<file path="src/design/hangul_syllable_to_jamo_top_macros.svh">
// Assertion macros shared by the Hangul syllable to jamo design.
// Included by the modules that carry concurrent checks; no other dependencies.
`ifndef HANGUL_SYLLABLE_TO_JAMO_TOP_MACROS_SVH
`define HANGUL_SYLLABLE_TO_JAMO_TOP_MACROS_SVH

// Same-cycle implication, disabled while reset is asserted.
`define HSJ_ASSERT_IMPLY(lbl, clk_s, rst_s, ante, cons, msg) \
  lbl: assert property (@(posedge clk_s) disable iff (!rst_s) (ante) |-> (cons)) \
    else $error(msg);

// Next-cycle implication, disabled while reset is asserted.
`define HSJ_ASSERT_NEXT(lbl, clk_s, rst_s, ante, cons, msg) \
  lbl: assert property (@(posedge clk_s) disable iff (!rst_s) (ante) |=> (cons)) \
    else $error(msg);

`endif

</file>
<file path="src/design/hsj_pkg.sv">
// Shared types, constants and helper functions for the Hangul syllable to jamo design.
// No dependencies; used by hsj_front, hsj_queue, hsj_back and the top level.
package hsj_pkg;

  // Syllable block and jamo bases
  localparam logic [15:0] SYL_BASE   = 16'hAC00;
  localparam logic [15:0] SYL_LAST   = 16'hD7A3;
  localparam logic [15:0] LEAD_BASE  = 16'h1100;
  localparam logic [15:0] VOWEL_BASE = 16'h1161;
  localparam logic [15:0] TRAIL_BASE = 16'h11A7;

  // Divisors (21 * 28 and 28) and their scaled reciprocals, both rounded down
  localparam logic [9:0]  VT_COUNT    = 10'd588;
  localparam logic [4:0]  T_COUNT     = 5'd28;
  localparam logic [10:0] RECIP_VT    = 11'd1783;  // floor(2^20 / 588)
  localparam int          RECIP_VT_SH = 20;
  localparam logic [11:0] RECIP_T     = 12'd2340;  // floor(2^16 / 28)
  localparam int          RECIP_T_SH  = 16;

  // Job queue between front and back
  localparam int QDEPTH = 4;
  localparam int QPTR_W = 2;
  localparam int QCNT_W = 3;

  // One character handed from the front to the back
  typedef struct packed {
    logic [3:0][7:0] bytes;   // raw bytes, entry 0 first
    logic [2:0]      count;   // bytes held, 1 to 4
    logic            syl;     // complete 3-byte Hangul syllable
    logic [13:0]     s_idx;   // code point minus SYL_BASE when syl is set
  } job_t;

  typedef enum logic [2:0] {
    BK_IDLE,
    BK_DIV_L,
    BK_FIX_L,
    BK_DIV_V,
    BK_FIX_V,
    BK_EMIT
  } back_st_t;

  // Character length from its lead byte; invalid leads count as one byte
  function automatic logic [2:0] lead_len(input logic [7:0] b);
    logic [2:0] len;
    len = 3'd1;
    if (b[7] == 1'b0)             len = 3'd1;
    else if (b[7:5] == 3'b110)    len = 3'd2;
    else if (b[7:4] == 4'b1110)   len = 3'd3;
    else if (b[7:3] == 5'b11110)  len = 3'd4;
    return len;
  endfunction

  // Byte pos (0..2) of the 3-byte UTF-8 form of code point u
  function automatic logic [7:0] jamo_byte(input logic [15:0] u, input logic [1:0] pos);
    logic [7:0] b;
    case (pos)
      2'd0:    b = {4'hE, u[15:12]};
      2'd1:    b = {2'b10, u[11:6]};
      default: b = {2'b10, u[5:0]};
    endcase
    return b;
  endfunction

  // Byte idx (0..8) of the lead, vowel and trail jamo sequence
  function automatic logic [7:0] syl_byte(input logic [4:0] lj, input logic [4:0] vj,
                                          input logic [4:0] tj, input logic [3:0] idx);
    logic [15:0] u;
    logic [1:0]  pos;
    case (idx)
      4'd0, 4'd1, 4'd2: u = LEAD_BASE + 16'(lj);
      4'd3, 4'd4, 4'd5: u = VOWEL_BASE + 16'(vj);
      default:          u = TRAIL_BASE + 16'(tj);
    endcase
    case (idx)
      4'd0, 4'd3, 4'd6: pos = 2'd0;
      4'd1, 4'd4, 4'd7: pos = 2'd1;
      default:          pos = 2'd2;
    endcase
    return jamo_byte(u, pos);
  endfunction

endpackage

</file>
<file path="src/design/hsj_front.sv">
// Front end: gathers UTF-8 bytes into characters and classifies each finished one.
// Depends on hsj_pkg and the shared assertion macros.
`include "hangul_syllable_to_jamo_top_macros.svh"

module hsj_front (
  input  logic          clk,
  input  logic          rst_n,
  input  logic          accept,
  input  logic [7:0]    in_byte,
  input  logic          in_end_of_text,
  output logic          push,
  output hsj_pkg::job_t push_job
);

  logic [2:0]      held_r, held_nxt;
  logic [2:0]      exp_r, exp_nxt;
  logic [3:0][7:0] buf_r, buf_nxt;

  logic            new_ch;
  logic [2:0]      base;
  logic [2:0]      exp_e;
  logic [2:0]      cnt;
  logic [3:0][7:0] bytes_c;
  logic            done;
  logic            flush;
  logic [15:0]     cp;
  logic [15:0]     s_full;

  always_comb begin
    new_ch  = (held_r == 3'd0) || (held_r > 3'd3) || (held_r >= exp_r);
    base    = new_ch ? 3'd0 : held_r;
    exp_e   = new_ch ? hsj_pkg::lead_len(in_byte) : exp_r;
    bytes_c = buf_r;
    bytes_c[base[1:0]] = in_byte;
    cnt     = base + 3'd1;
    done    = cnt >= exp_e;
    flush   = !done && in_end_of_text;
    cp      = {bytes_c[0][3:0], bytes_c[1][5:0], bytes_c[2][5:0]};
    s_full  = cp - hsj_pkg::SYL_BASE;

    push           = accept && (done || flush);
    push_job.bytes = bytes_c;
    push_job.count = cnt;
    push_job.syl   = done && (cnt == 3'd3) && (cp >= hsj_pkg::SYL_BASE) &&
                     (cp <= hsj_pkg::SYL_LAST);
    push_job.s_idx = s_full[13:0];

    held_nxt = held_r;
    exp_nxt  = exp_r;
    buf_nxt  = buf_r;
    if (accept) begin
      buf_nxt = bytes_c;
      if (done || flush) begin
        held_nxt = 3'd0;
        exp_nxt  = 3'd0;
      end else begin
        held_nxt = cnt;
        exp_nxt  = exp_e;
      end
    end
  end

  always_ff @(posedge clk) begin
    if (!rst_n) begin
      held_r <= 3'd0;
      exp_r  <= 3'd0;
    end else begin
      held_r <= held_nxt;
      exp_r  <= exp_nxt;
    end
    buf_r <= buf_nxt;
  end

  `HSJ_ASSERT_NEXT(a_push_clears, clk, rst_n, push, held_r == 3'd0, "front: push left bytes held")
  `HSJ_ASSERT_IMPLY(a_held_short, clk, rst_n, held_r != 3'd0, held_r < exp_r,
                    "front: held bytes reached expected length")
  `HSJ_ASSERT_IMPLY(a_syl_three, clk, rst_n, push && push_job.syl, push_job.count == 3'd3,
                    "front: syllable job without three bytes")

endmodule

</file>
<file path="src/design/hsj_queue.sv">
// Four-entry job queue between the front and the back.
// Depends on hsj_pkg and the shared assertion macros.
`include "hangul_syllable_to_jamo_top_macros.svh"

module hsj_queue (
  input  logic          clk,
  input  logic          rst_n,
  input  logic          push,
  input  hsj_pkg::job_t push_job,
  output logic          full,
  output logic          deq_valid,
  output hsj_pkg::job_t deq_job,
  input  logic          pop
);

  hsj_pkg::job_t                    mem_r [hsj_pkg::QDEPTH];
  logic [hsj_pkg::QPTR_W-1:0]       wr_ptr_r, wr_ptr_nxt;
  logic [hsj_pkg::QPTR_W-1:0]       rd_ptr_r, rd_ptr_nxt;
  logic [hsj_pkg::QCNT_W-1:0]       cnt_r, cnt_nxt;

  always_comb begin
    full       = cnt_r == hsj_pkg::QCNT_W'(hsj_pkg::QDEPTH);
    deq_valid  = cnt_r != '0;
    deq_job    = mem_r[rd_ptr_r];
    wr_ptr_nxt = push ? wr_ptr_r + hsj_pkg::QPTR_W'(1) : wr_ptr_r;
    rd_ptr_nxt = pop ? rd_ptr_r + hsj_pkg::QPTR_W'(1) : rd_ptr_r;
    cnt_nxt    = cnt_r;
    if (push && !pop) cnt_nxt = cnt_r + hsj_pkg::QCNT_W'(1);
    else if (pop && !push) cnt_nxt = cnt_r - hsj_pkg::QCNT_W'(1);
  end

  always_ff @(posedge clk) begin
    if (!rst_n) begin
      wr_ptr_r <= '0;
      rd_ptr_r <= '0;
      cnt_r    <= '0;
    end else begin
      wr_ptr_r <= wr_ptr_nxt;
      rd_ptr_r <= rd_ptr_nxt;
      cnt_r    <= cnt_nxt;
    end
    if (push) mem_r[wr_ptr_r] <= push_job;
  end

  `HSJ_ASSERT_IMPLY(a_no_overflow, clk, rst_n, push, !full || pop, "queue: push while full")
  `HSJ_ASSERT_IMPLY(a_no_underflow, clk, rst_n, pop, deq_valid, "queue: pop while empty")
  `HSJ_ASSERT_IMPLY(a_cnt_bound, clk, rst_n, 1'b1,
                    cnt_r <= hsj_pkg::QCNT_W'(hsj_pkg::QDEPTH), "queue: count out of range")

endmodule

</file>
<file path="src/design/hsj_back.sv">
// Back end: splits syllables into jamo by reciprocal division and sends the output bytes.
// Depends on hsj_pkg and the shared assertion macros.
`include "hangul_syllable_to_jamo_top_macros.svh"

module hsj_back (
  input  logic          clk,
  input  logic          rst_n,
  input  logic          deq_valid,
  input  hsj_pkg::job_t deq_job,
  output logic          pop,
  output logic          out_valid,
  input  logic          out_stall,
  output logic [7:0]    out_byte,
  output logic          out_run_last
);

  hsj_pkg::back_st_t st_r, st_nxt;
  hsj_pkg::job_t     job_r, job_nxt;
  logic [4:0]        q_r, q_nxt;
  logic [9:0]        rem_r, rem_nxt;
  logic [4:0]        lj_r, lj_nxt;
  logic [4:0]        vj_r, vj_nxt;
  logic [4:0]        tj_r, tj_nxt;
  logic [3:0]        idx_r, idx_nxt;
  logic [3:0]        n_r, n_nxt;
  logic              out_valid_r, out_valid_nxt;
  logic [7:0]        out_byte_r, out_byte_nxt;
  logic              out_last_r, out_last_nxt;

  logic              load_ok;
  logic              take;
  logic              last_b;
  logic [24:0]       prod_l;
  logic [13:0]       rem_l;
  logic [21:0]       prod_v;
  logic [9:0]        rem_v;

  always_comb begin
    load_ok = !out_valid_r || !out_stall;
    prod_l  = 25'(job_r.s_idx) * 25'(hsj_pkg::RECIP_VT);
    rem_l   = job_r.s_idx - (14'(q_r) * 14'(hsj_pkg::VT_COUNT));
    prod_v  = 22'(rem_r) * 22'(hsj_pkg::RECIP_T);
    rem_v   = rem_r - (10'(q_r) * 10'(hsj_pkg::T_COUNT));
    last_b  = idx_r == (n_r - 4'd1);

    st_nxt        = st_r;
    job_nxt       = job_r;
    q_nxt         = q_r;
    rem_nxt       = rem_r;
    lj_nxt        = lj_r;
    vj_nxt        = vj_r;
    tj_nxt        = tj_r;
    idx_nxt       = idx_r;
    n_nxt         = n_r;
    out_byte_nxt  = out_byte_r;
    out_last_nxt  = out_last_r;
    out_valid_nxt = load_ok ? 1'b0 : out_valid_r;
    take          = 1'b0;

    case (st_r)
      hsj_pkg::BK_IDLE: begin
        take = deq_valid;
      end
      hsj_pkg::BK_DIV_L: begin
        // estimate of s / 588, low by at most one
        q_nxt  = prod_l[hsj_pkg::RECIP_VT_SH +: 5];
        st_nxt = hsj_pkg::BK_FIX_L;
      end
      hsj_pkg::BK_FIX_L: begin
        if (rem_l >= 14'(hsj_pkg::VT_COUNT)) begin
          lj_nxt  = q_r + 5'd1;
          rem_nxt = 10'(rem_l - 14'(hsj_pkg::VT_COUNT));
        end else begin
          lj_nxt  = q_r;
          rem_nxt = rem_l[9:0];
        end
        st_nxt = hsj_pkg::BK_DIV_V;
      end
      hsj_pkg::BK_DIV_V: begin
        q_nxt  = prod_v[hsj_pkg::RECIP_T_SH +: 5];
        st_nxt = hsj_pkg::BK_FIX_V;
      end
      hsj_pkg::BK_FIX_V: begin
        if (rem_v >= 10'(hsj_pkg::T_COUNT)) begin
          vj_nxt = q_r + 5'd1;
          tj_nxt = 5'(rem_v - 10'(hsj_pkg::T_COUNT));
        end else begin
          vj_nxt = q_r;
          tj_nxt = rem_v[4:0];
        end
        // drop the trailing jamo when there is none
        n_nxt   = (tj_nxt != 5'd0) ? 4'd9 : 4'd6;
        idx_nxt = 4'd0;
        st_nxt  = hsj_pkg::BK_EMIT;
      end
      hsj_pkg::BK_EMIT: begin
        if (load_ok) begin
          out_valid_nxt = 1'b1;
          out_byte_nxt  = job_r.syl ? hsj_pkg::syl_byte(lj_r, vj_r, tj_r, idx_r)
                                    : job_r.bytes[idx_r[1:0]];
          out_last_nxt  = last_b;
          if (last_b) begin
            st_nxt = hsj_pkg::BK_IDLE;
            take   = deq_valid;
          end else begin
            idx_nxt = idx_r + 4'd1;
          end
        end
      end
      default: begin
        st_nxt = hsj_pkg::BK_IDLE;
      end
    endcase

    if (take) begin
      job_nxt = deq_job;
      idx_nxt = 4'd0;
      n_nxt   = {1'b0, deq_job.count};
      st_nxt  = deq_job.syl ? hsj_pkg::BK_DIV_L : hsj_pkg::BK_EMIT;
    end
    pop = take;
  end

  always_ff @(posedge clk) begin
    if (!rst_n) begin
      st_r        <= hsj_pkg::BK_IDLE;
      out_valid_r <= 1'b0;
    end else begin
      st_r        <= st_nxt;
      out_valid_r <= out_valid_nxt;
    end
    job_r      <= job_nxt;
    q_r        <= q_nxt;
    rem_r      <= rem_nxt;
    lj_r       <= lj_nxt;
    vj_r       <= vj_nxt;
    tj_r       <= tj_nxt;
    idx_r      <= idx_nxt;
    n_r        <= n_nxt;
    out_byte_r <= out_byte_nxt;
    out_last_r <= out_last_nxt;
  end

  assign out_valid    = out_valid_r;
  assign out_byte     = out_byte_r;
  assign out_run_last = out_last_r;

  `HSJ_ASSERT_IMPLY(a_emit_idx, clk, rst_n, st_r == hsj_pkg::BK_EMIT, idx_r < n_r,
                    "back: byte index past job length")
  `HSJ_ASSERT_IMPLY(a_div_syl, clk, rst_n, st_r == hsj_pkg::BK_DIV_L, job_r.syl,
                    "back: division on a pass-through job")
  `HSJ_ASSERT_NEXT(a_fix_range, clk, rst_n, st_r == hsj_pkg::BK_FIX_V,
                   (lj_r <= 5'd18) && (vj_r <= 5'd20) && (tj_r <= 5'd27),
                   "back: jamo index out of range")

endmodule

</file>
<file path="src/design/hangul_syllable_to_jamo_top.sv">
// Top level of the Hangul syllable to jamo converter over a UTF-8 byte stream.
// Depends on hsj_pkg, hsj_front, hsj_queue and hsj_back.
//
//   channel   ports                                      role
//   input     in_valid in_stall in_byte in_end_of_text   UTF-8 text bytes in
//   output    out_valid out_stall out_byte out_run_last  converted bytes out
//
// Flow: the front takes one request per cycle while the job queue has room;
// the back sends one byte per cycle unless stalled, a pass-through job right behind
// the last one, a Hangul syllable after reciprocal division (six or nine bytes).
// Reset (rst_n low, synchronous) clears gather counters, queue and sequencer.
// out_stall holds the output register and backs up the queue; in_stall rises
// only while the queue is full.

module hangul_syllable_to_jamo_top (
  input  logic       clk,
  input  logic       rst_n,
  input  logic       in_valid,
  output logic       in_stall,
  input  logic [7:0] in_byte,
  input  logic       in_end_of_text,
  output logic       out_valid,
  input  logic       out_stall,
  output logic [7:0] out_byte,
  output logic       out_run_last
);

  logic          accept;
  logic          push;
  hsj_pkg::job_t push_job;
  logic          full;
  logic          deq_valid;
  hsj_pkg::job_t deq_job;
  logic          pop;

  // Take a request whenever the queue can hold whatever it may finish
  assign in_stall = full;
  assign accept   = in_valid && !full;

  hsj_front u_front (
    .clk            (clk),
    .rst_n          (rst_n),
    .accept         (accept),
    .in_byte        (in_byte),
    .in_end_of_text (in_end_of_text),
    .push           (push),
    .push_job       (push_job)
  );

  hsj_queue u_queue (
    .clk       (clk),
    .rst_n     (rst_n),
    .push      (push),
    .push_job  (push_job),
    .full      (full),
    .deq_valid (deq_valid),
    .deq_job   (deq_job),
    .pop       (pop)
  );

  hsj_back u_back (
    .clk          (clk),
    .rst_n        (rst_n),
    .deq_valid    (deq_valid),
    .deq_job      (deq_job),
    .pop          (pop),
    .out_valid    (out_valid),
    .out_stall    (out_stall),
    .out_byte     (out_byte),
    .out_run_last (out_run_last)
  );

endmodule
</file>
<file path="config.mk">
export PLATFORM = sky130hd
export DESIGN_NAME = hangul_syllable_to_jamo_top
export DESIGN_NICKNAME = d
export VERILOG_FILES = /design/src/design/hsj_pkg.sv /design/src/design/hsj_front.sv /design/src/design/hsj_queue.sv /design/src/design/hsj_back.sv /design/src/design/hangul_syllable_to_jamo_top.sv
export VERILOG_INCLUDE_DIRS = /design/src /design/src/design
export SDC_FILE = /design/constraint.sdc
export NUM_CORES = 1
export LEC_CHECK = 0
export BUFFER_PORTS_ARGS = -buffer_cell sky130_fd_sc_hd__buf_2
export CORE_ASPECT_RATIO = 0.75
export CORE_UTILIZATION = 65
export DETAILED_ROUTE_END_ITERATION = 8
export PLACE_DENSITY_LB_ADDON = 0.2
export SYNTH_ARGS = -nofsm -noshare
export SYNTH_HDL_FRONTEND = slang
export SYNTH_SLANG_ARGS = --single-unit
</file>
<file path="constraint.sdc">
create_clock -name clk -period 9.2 [get_ports clk]
set_input_delay 1.84 -clock clk [delete_from_list [all_inputs] [get_ports clk]]
set_output_delay 1.84 -clock clk [all_outputs]
set_load 0.01 [all_outputs]
</file>
# ---- Word level (Yosys, flattened, before mapping)
# Memories as Yosys holds them, arrays and structs flattened. A register that Yosys moved wholly into a read port is not among the register bits.
# Cells that the tools add are included.
dict set report totals {
  output_inout_bits 11
  input_bits 13
  ff_bits 143
  mem_bits_rw 200
  n_memories 1
  word_cells 166
}
dict set report classes {
  addsub 16
  reduce_logical 36
  n_mux 48
  magnitude_cmp 10
  eq_ne 24
  multipliers 4
}
# name words width read_ports rd_ports_with_merged_regs wr line_no
set mem_list {}
lappend mem_list {u_queue.mem_r 4 50 1 1 1 hsj_queue.sv:16} ;# hsj_pkg::job_t mem_r [hsj_pkg::QDEPTH];
# op n
set ops {}
lappend ops {{$mux 3} 16}
lappend ops {{$add 13x5->14 const A} 3}
lappend ops {{$bwmux 32} 1}
lappend ops {{$pmux 16 s2} 1}
lappend ops {{$mul 14x11->25 const B} 1}
lappend ops {{$mux 8} 3}
lappend ops {{$mux 5} 4}
lappend ops {{$mul 10x10->19 const B} 1}
lappend ops {{$pmux 3 s6} 1}
lappend ops {{$bmux 8 s2} 1}
lappend ops {{$demux 8 s2} 1}
lappend ops {{$eq 4x3->1 const B} 4}
lappend ops {{$ge 16x16->1 const B} 1}
lappend ops {{$le 16x16->1 const B} 1}
lappend ops {{$ge 14x10->1 const B} 1}
lappend ops {{$pmux 7 s2} 1}
lappend ops {{$sub 14x14->14} 1}
lappend ops {{$sub 14x14->14 const B} 1}
lappend ops {{$eq 3x3->1 const B} 4}
lappend ops {{$mul 5x8->12 const B} 1}
lappend ops {{$mux 4} 3}
lappend ops {{$reduce_or 3->1} 4}
lappend ops {{$ge 10x5->1 const B} 1}
lappend ops {{$mux 10} 1}
lappend ops {{42 further kinds} 81}

# ---- Depth between registers and ports, before layout
dict set report depth {
  word_depth 15
  mapped_depth 21
}

# ---- Modules after synthesis
# A second synthesis with hierarchy kept.
dict set report unflattened {
  hier_cells 1431
  hier_area_um2 20323.2
}
# module instances area_each_um2 cells_per_inst
set by_module_without_submodules {}
lappend by_module_without_submodules {hsj_back 1 10372.4 949}
lappend by_module_without_submodules {hsj_queue 1 7718.7 305}
lappend by_module_without_submodules {hsj_front 1 2218.4 176}
lappend by_module_without_submodules {hangul_syllable_to_jamo_top 1 13.8 1}

# ---- Worst setup path before layout
# Ideal clock, no wire load.
dict set report synth_timing {
  path_kind {register to register}
  from {reg u_back.job_r[7] (netlist name)}
  to {reg u_back.q_r[3] (data pin)}
  arrival_ns 4.969
  path_buffers 0
  path_stages_with_launch 19
  setup_slack_ns 3.975
  path_cell_list {edfxtp_1 inv_1 fa_1 inv_1 fa_1 fa_1 fa_1 inv_1 fa_1 inv_1 ha_1 nor4_1 o21ai_0 o211ai_1 nand3_1 a41o_1 a21o_1 a211o_1 a22o_1}
}
dict set report synth_via {
  elab_chain_cells 2
}
# element line_no
set synth_lines {}
lappend synth_lines {{start: declaration} hsj_back.sv:18} ;# hsj_pkg::job_t job_r, job_nxt;
lappend synth_lines {{start signal: assignment} hsj_back.sv:132} ;# job_r <= job_nxt;
lappend synth_lines {{$mul 14x11->25} hsj_back.sv:40} ;# prod_l = 25'(job_r.s_idx) * 25'(hsj_pkg::RECIP_VT);
lappend synth_lines {{$pmux 5 s2} hsj_back.sv:60} ;# case (st_r)
lappend synth_lines {{named net u_back.q_nxt[3]} hsj_back.sv:19} ;# logic [4:0] q_r, q_nxt;
lappend synth_lines {{end signal: assignment} hsj_back.sv:133} ;# q_r <= q_nxt;
lappend synth_lines {{end: declaration} hsj_back.sv:19}
# The timed path passes the listed nets, and every way through them passes these cells.
# A chain may end at the register's enable or synchronous reset.

# ---- Worst setup path in the final report
dict set report layout_timing {
  from {reg u_back.job_r[6] (netlist name)}
  to {reg u_back.q_r[3] (data pin)}
}
# Same word-level chain as after synthesis.

==> flow_summary.json <==
{
  "synthDistinctLibCells": 75,
  "synth-main-ff-cell": "edfxtp_1",
  "drt_pass1_iterations": 7,
  "period_share": 0.615,
  "hold_ws_ns": 0.495,
  "grt_use_total": 0.267,
  "avgSynthCellArea_um2": 13.5,
  "clk_root_buffer_cell": "clkbuf_16",
  "cp_max_fo": 8,
  "num_vias": 10600,
  "core_um2": 27200,
  "post-dp-hpwl_um": 26100,
  "io_buffer_count": 23,
  "initial_core_util": 0.667,
  "gp_congestion": 0.934,
  "postCtsResizedCells": 0,
  "drv_cap": 0,
  "cts_inserted_buffers": 27,
  "synth_edf_count": 271,
  "setup-tns-final_ns": 0,
  "crit_required_ns": 9.52,
  "synth.cell_area_um2": 18100,
  "worstSetupPathType": "register to register",
  "syn2layout_area_growth_pct": 7.90,
  "drtIter0Drc": 901,
  "rsz0062_at_grt": "no",
  "path_clk_slew_ns": 0.07,
  "syn_nets": 1642,
  "fmax_mhz": 177,
  "grt_max_degree": 50,
  "timing.final.ws_setup_ns": 3.54,
  "status": "completed",
  "min_period_ns": 5.66,
  "clock-sinks": 295,
  "finalHoldViolations": 0,
  "syn_inst": 1341,
  "die_height_um": 147,
  "maxSlewHeadroom": 0.215,
  "postCtsHoldBufs": 0,
  "async_reset_ff_frac": 0,
  "clockBufferDepth": 3,
  "dieWidth_um": 195,
  "via_per_inst": 6.04,
  "wl_per_cell_um": 21.2,
  "clk_latency_ns": 0.56,
  "grt_pass1_wl_um": 58100,
  "wl_um": 37000,
  "tritoncts": "done",
  "skew_ns": 0.0161,
  "hp-class": "register to register",
  "critical_path_arrival_ns": 5.97,
  "antenna_found_initial": 0,
  "drcViolationCount": 0,
  "n_antenna_cell": 0,
  "crit_path_end_kind": "register",
  "synth_seq_area_share": 0.475,
  "dieArea_um2": 28600,
  "antenna_left": 0,
  "finalMaxSlewViolations": 0,
  "start_kind": "register",
  "synth.ff_latch_count": 295,
  "layout.nets": 1679,
  "cts_setup_buffers": 0,
  "grt-ovfl-total": 0,
  "dpl_worst_slack_ns": 3.54,
  "grt_pass1_vias": 10600,
  "cts_max_level": 1,
  "worst_slew_pin_slew_ns": 1.17,
  "ios": 24,
  "synth_warnings": 0,
  "post-route-util": 0.720,
  "setup_viol": 0,
  "placementRows": 52,
  "drive_above_1_share": 0.127
}
==> stage by stage <==
step           instances  area (um2)
2_1_floorplan       1341       18100
3_3_place_gp        1700       18700
3_5_place_dp        1700       18700
4_1_cts             1750       19600
5_1_grt             1750       19600
6_report            1750       19600
==> flip-flops by register name, summed over array words and instances (netlist names), named ones only <==
register	count
u_front.buf_r	32
u_back.q_r	5
u_queue.rd_ptr_r	2
u_back.out_run_last	1
u_queue.cnt_r	3
u_back.out_byte	8
u_back.lj_r	5
u_back.n_r	4
u_queue.mem_r	160
u_front.held_r	3
u_back.rem_r	10
u_back.idx_r	4
u_back.st_r	3
u_front.exp_r	3
u_queue.wr_ptr_r	2
u_back.tj_r	5
u_back.job_r	37
u_back.vj_r	5
==> worst paths after layout <==
path | from | end | slack, ns | cells after the start
min reg2reg | u_front.held_r[0] | u_front.held_r[0] | 0.49 | 2
max | u_back.job_r[6] | u_back.q_r[3] | 3.54 | 18
min | u_front.held_r[0] | u_front.held_r[0] | 0.49 | 2
max reg2reg | u_back.job_r[6] | u_back.q_r[3] | 3.54 | 18
==> worst max-delay path: stages, from the launching register on <==
cell and delay (ns):
edfxtp_1 0.58, inv_1 0.24, fa_1 0.54, inv_1 0.05, fa_1 0.47, fa_1 0.52
fa_1 0.54, inv_1 0.05, fa_1 0.52, inv_1 0.04, ha_1 0.21, nor4_1 0.27
o21ai_0 0.14, o211ai_1 0.12, nand3_1 0.12, a41o_1 0.32, a21o_1 0.21, a211o_1 0.29
a22o_1 0.18
==> metal layers <==
metal,share of wire,GRT usage,vias to the layer above
met5,0,0,-
met4,0.017,0.0500,0
met3,0.063,0.0507,47
met2,0.47,0.421,321
met1,0.45,0.394,5312
li1,-,-,4893
==> cells in the final DEF (no fill, tap or decap), types with 5 or more instances in the layout <==
cell type / count
mux2i_1: 10
xor2_1: 31
a21oi_1: 42
o22ai_1: 7
o21a_1: 10
nor2b_1: 10
nor3_1: 24
dfxtp_1: 22
o21ai_0: 33
xnor2_1: 38
nand2_1: 36
o31a_1: 5
clkinv_1: 7
buf_2: 23
buf_4: 9
a211oi_1: 6
edfxtp_1: 271
mux2_2: 29
mux4_2: 48
and2_1: 7
clkbuf_16: 27
nand2b_1: 11
ha_1: 195
clkinv_2: 5
nand3_1: 20
nand3b_1: 5
a21boi_0: 8
a21o_1: 9
fa_1: 93
inv_1: 214
nor2_1: 38
a31oi_1: 10
==> cell type report <==
class                   instances  area, um2
flip-flops and latches        295       8620
clock inverters                22        219
well taps                     351        439
inverters                     215        807
fillers                      1760       7620
multi-input cells             807       8630
clock buffers                  28        679
repair buffers                 32        183
==> kinds of logic (layout without fill, tap and decap cells) <==
group / Yosys count / count (layout) / share of synthesized area
flip-flops: 295 / 295 / 0.475
buffers and inverters: 239 / 297 / 0.0504
XOR/XNOR: 70 / 70 / 0.0346
adder cells (fa/ha/maj): 288 / 288 / 0.237
AO/OA/AOI/OAI: 176 / 176 / 0.0663
AND/OR/NAND/NOR: 184 / 184 / 0.0520
multiplexers: 89 / 89 / 0.0847
==> synth_stat cells (9+ instances only) <==
master,n,share of area
o21ai_0,33,0.0091
o21a_1,10,0.0041
fa_1,93,0.10
mux2_2,29,0.018
xnor2_1,38,0.018
a21o_1,9,0.0037
mux2i_1,10,0.0055
nand2_1,36,0.0074
dfxtp_1,24,0.026
xor2_1,31,0.015
mux4_2,48,0.060
a31oi_1,10,0.0034
nor3_1,24,0.0066
nand2b_1,11,0.0038
clkbuf_1,15,0.0031
nor2b_1,10,0.0034
and2_1,11,0.0038
edfxtp_1,271,0.45
nand3_1,20,0.0055
nor2_1,39,0.0081
ha_1,195,0.13
inv_1,214,0.044
a21oi_1,42,0.012
Power is not shown: default switching activity piles up to over one toggle a cycle in this logic, so the estimate is an artifact.
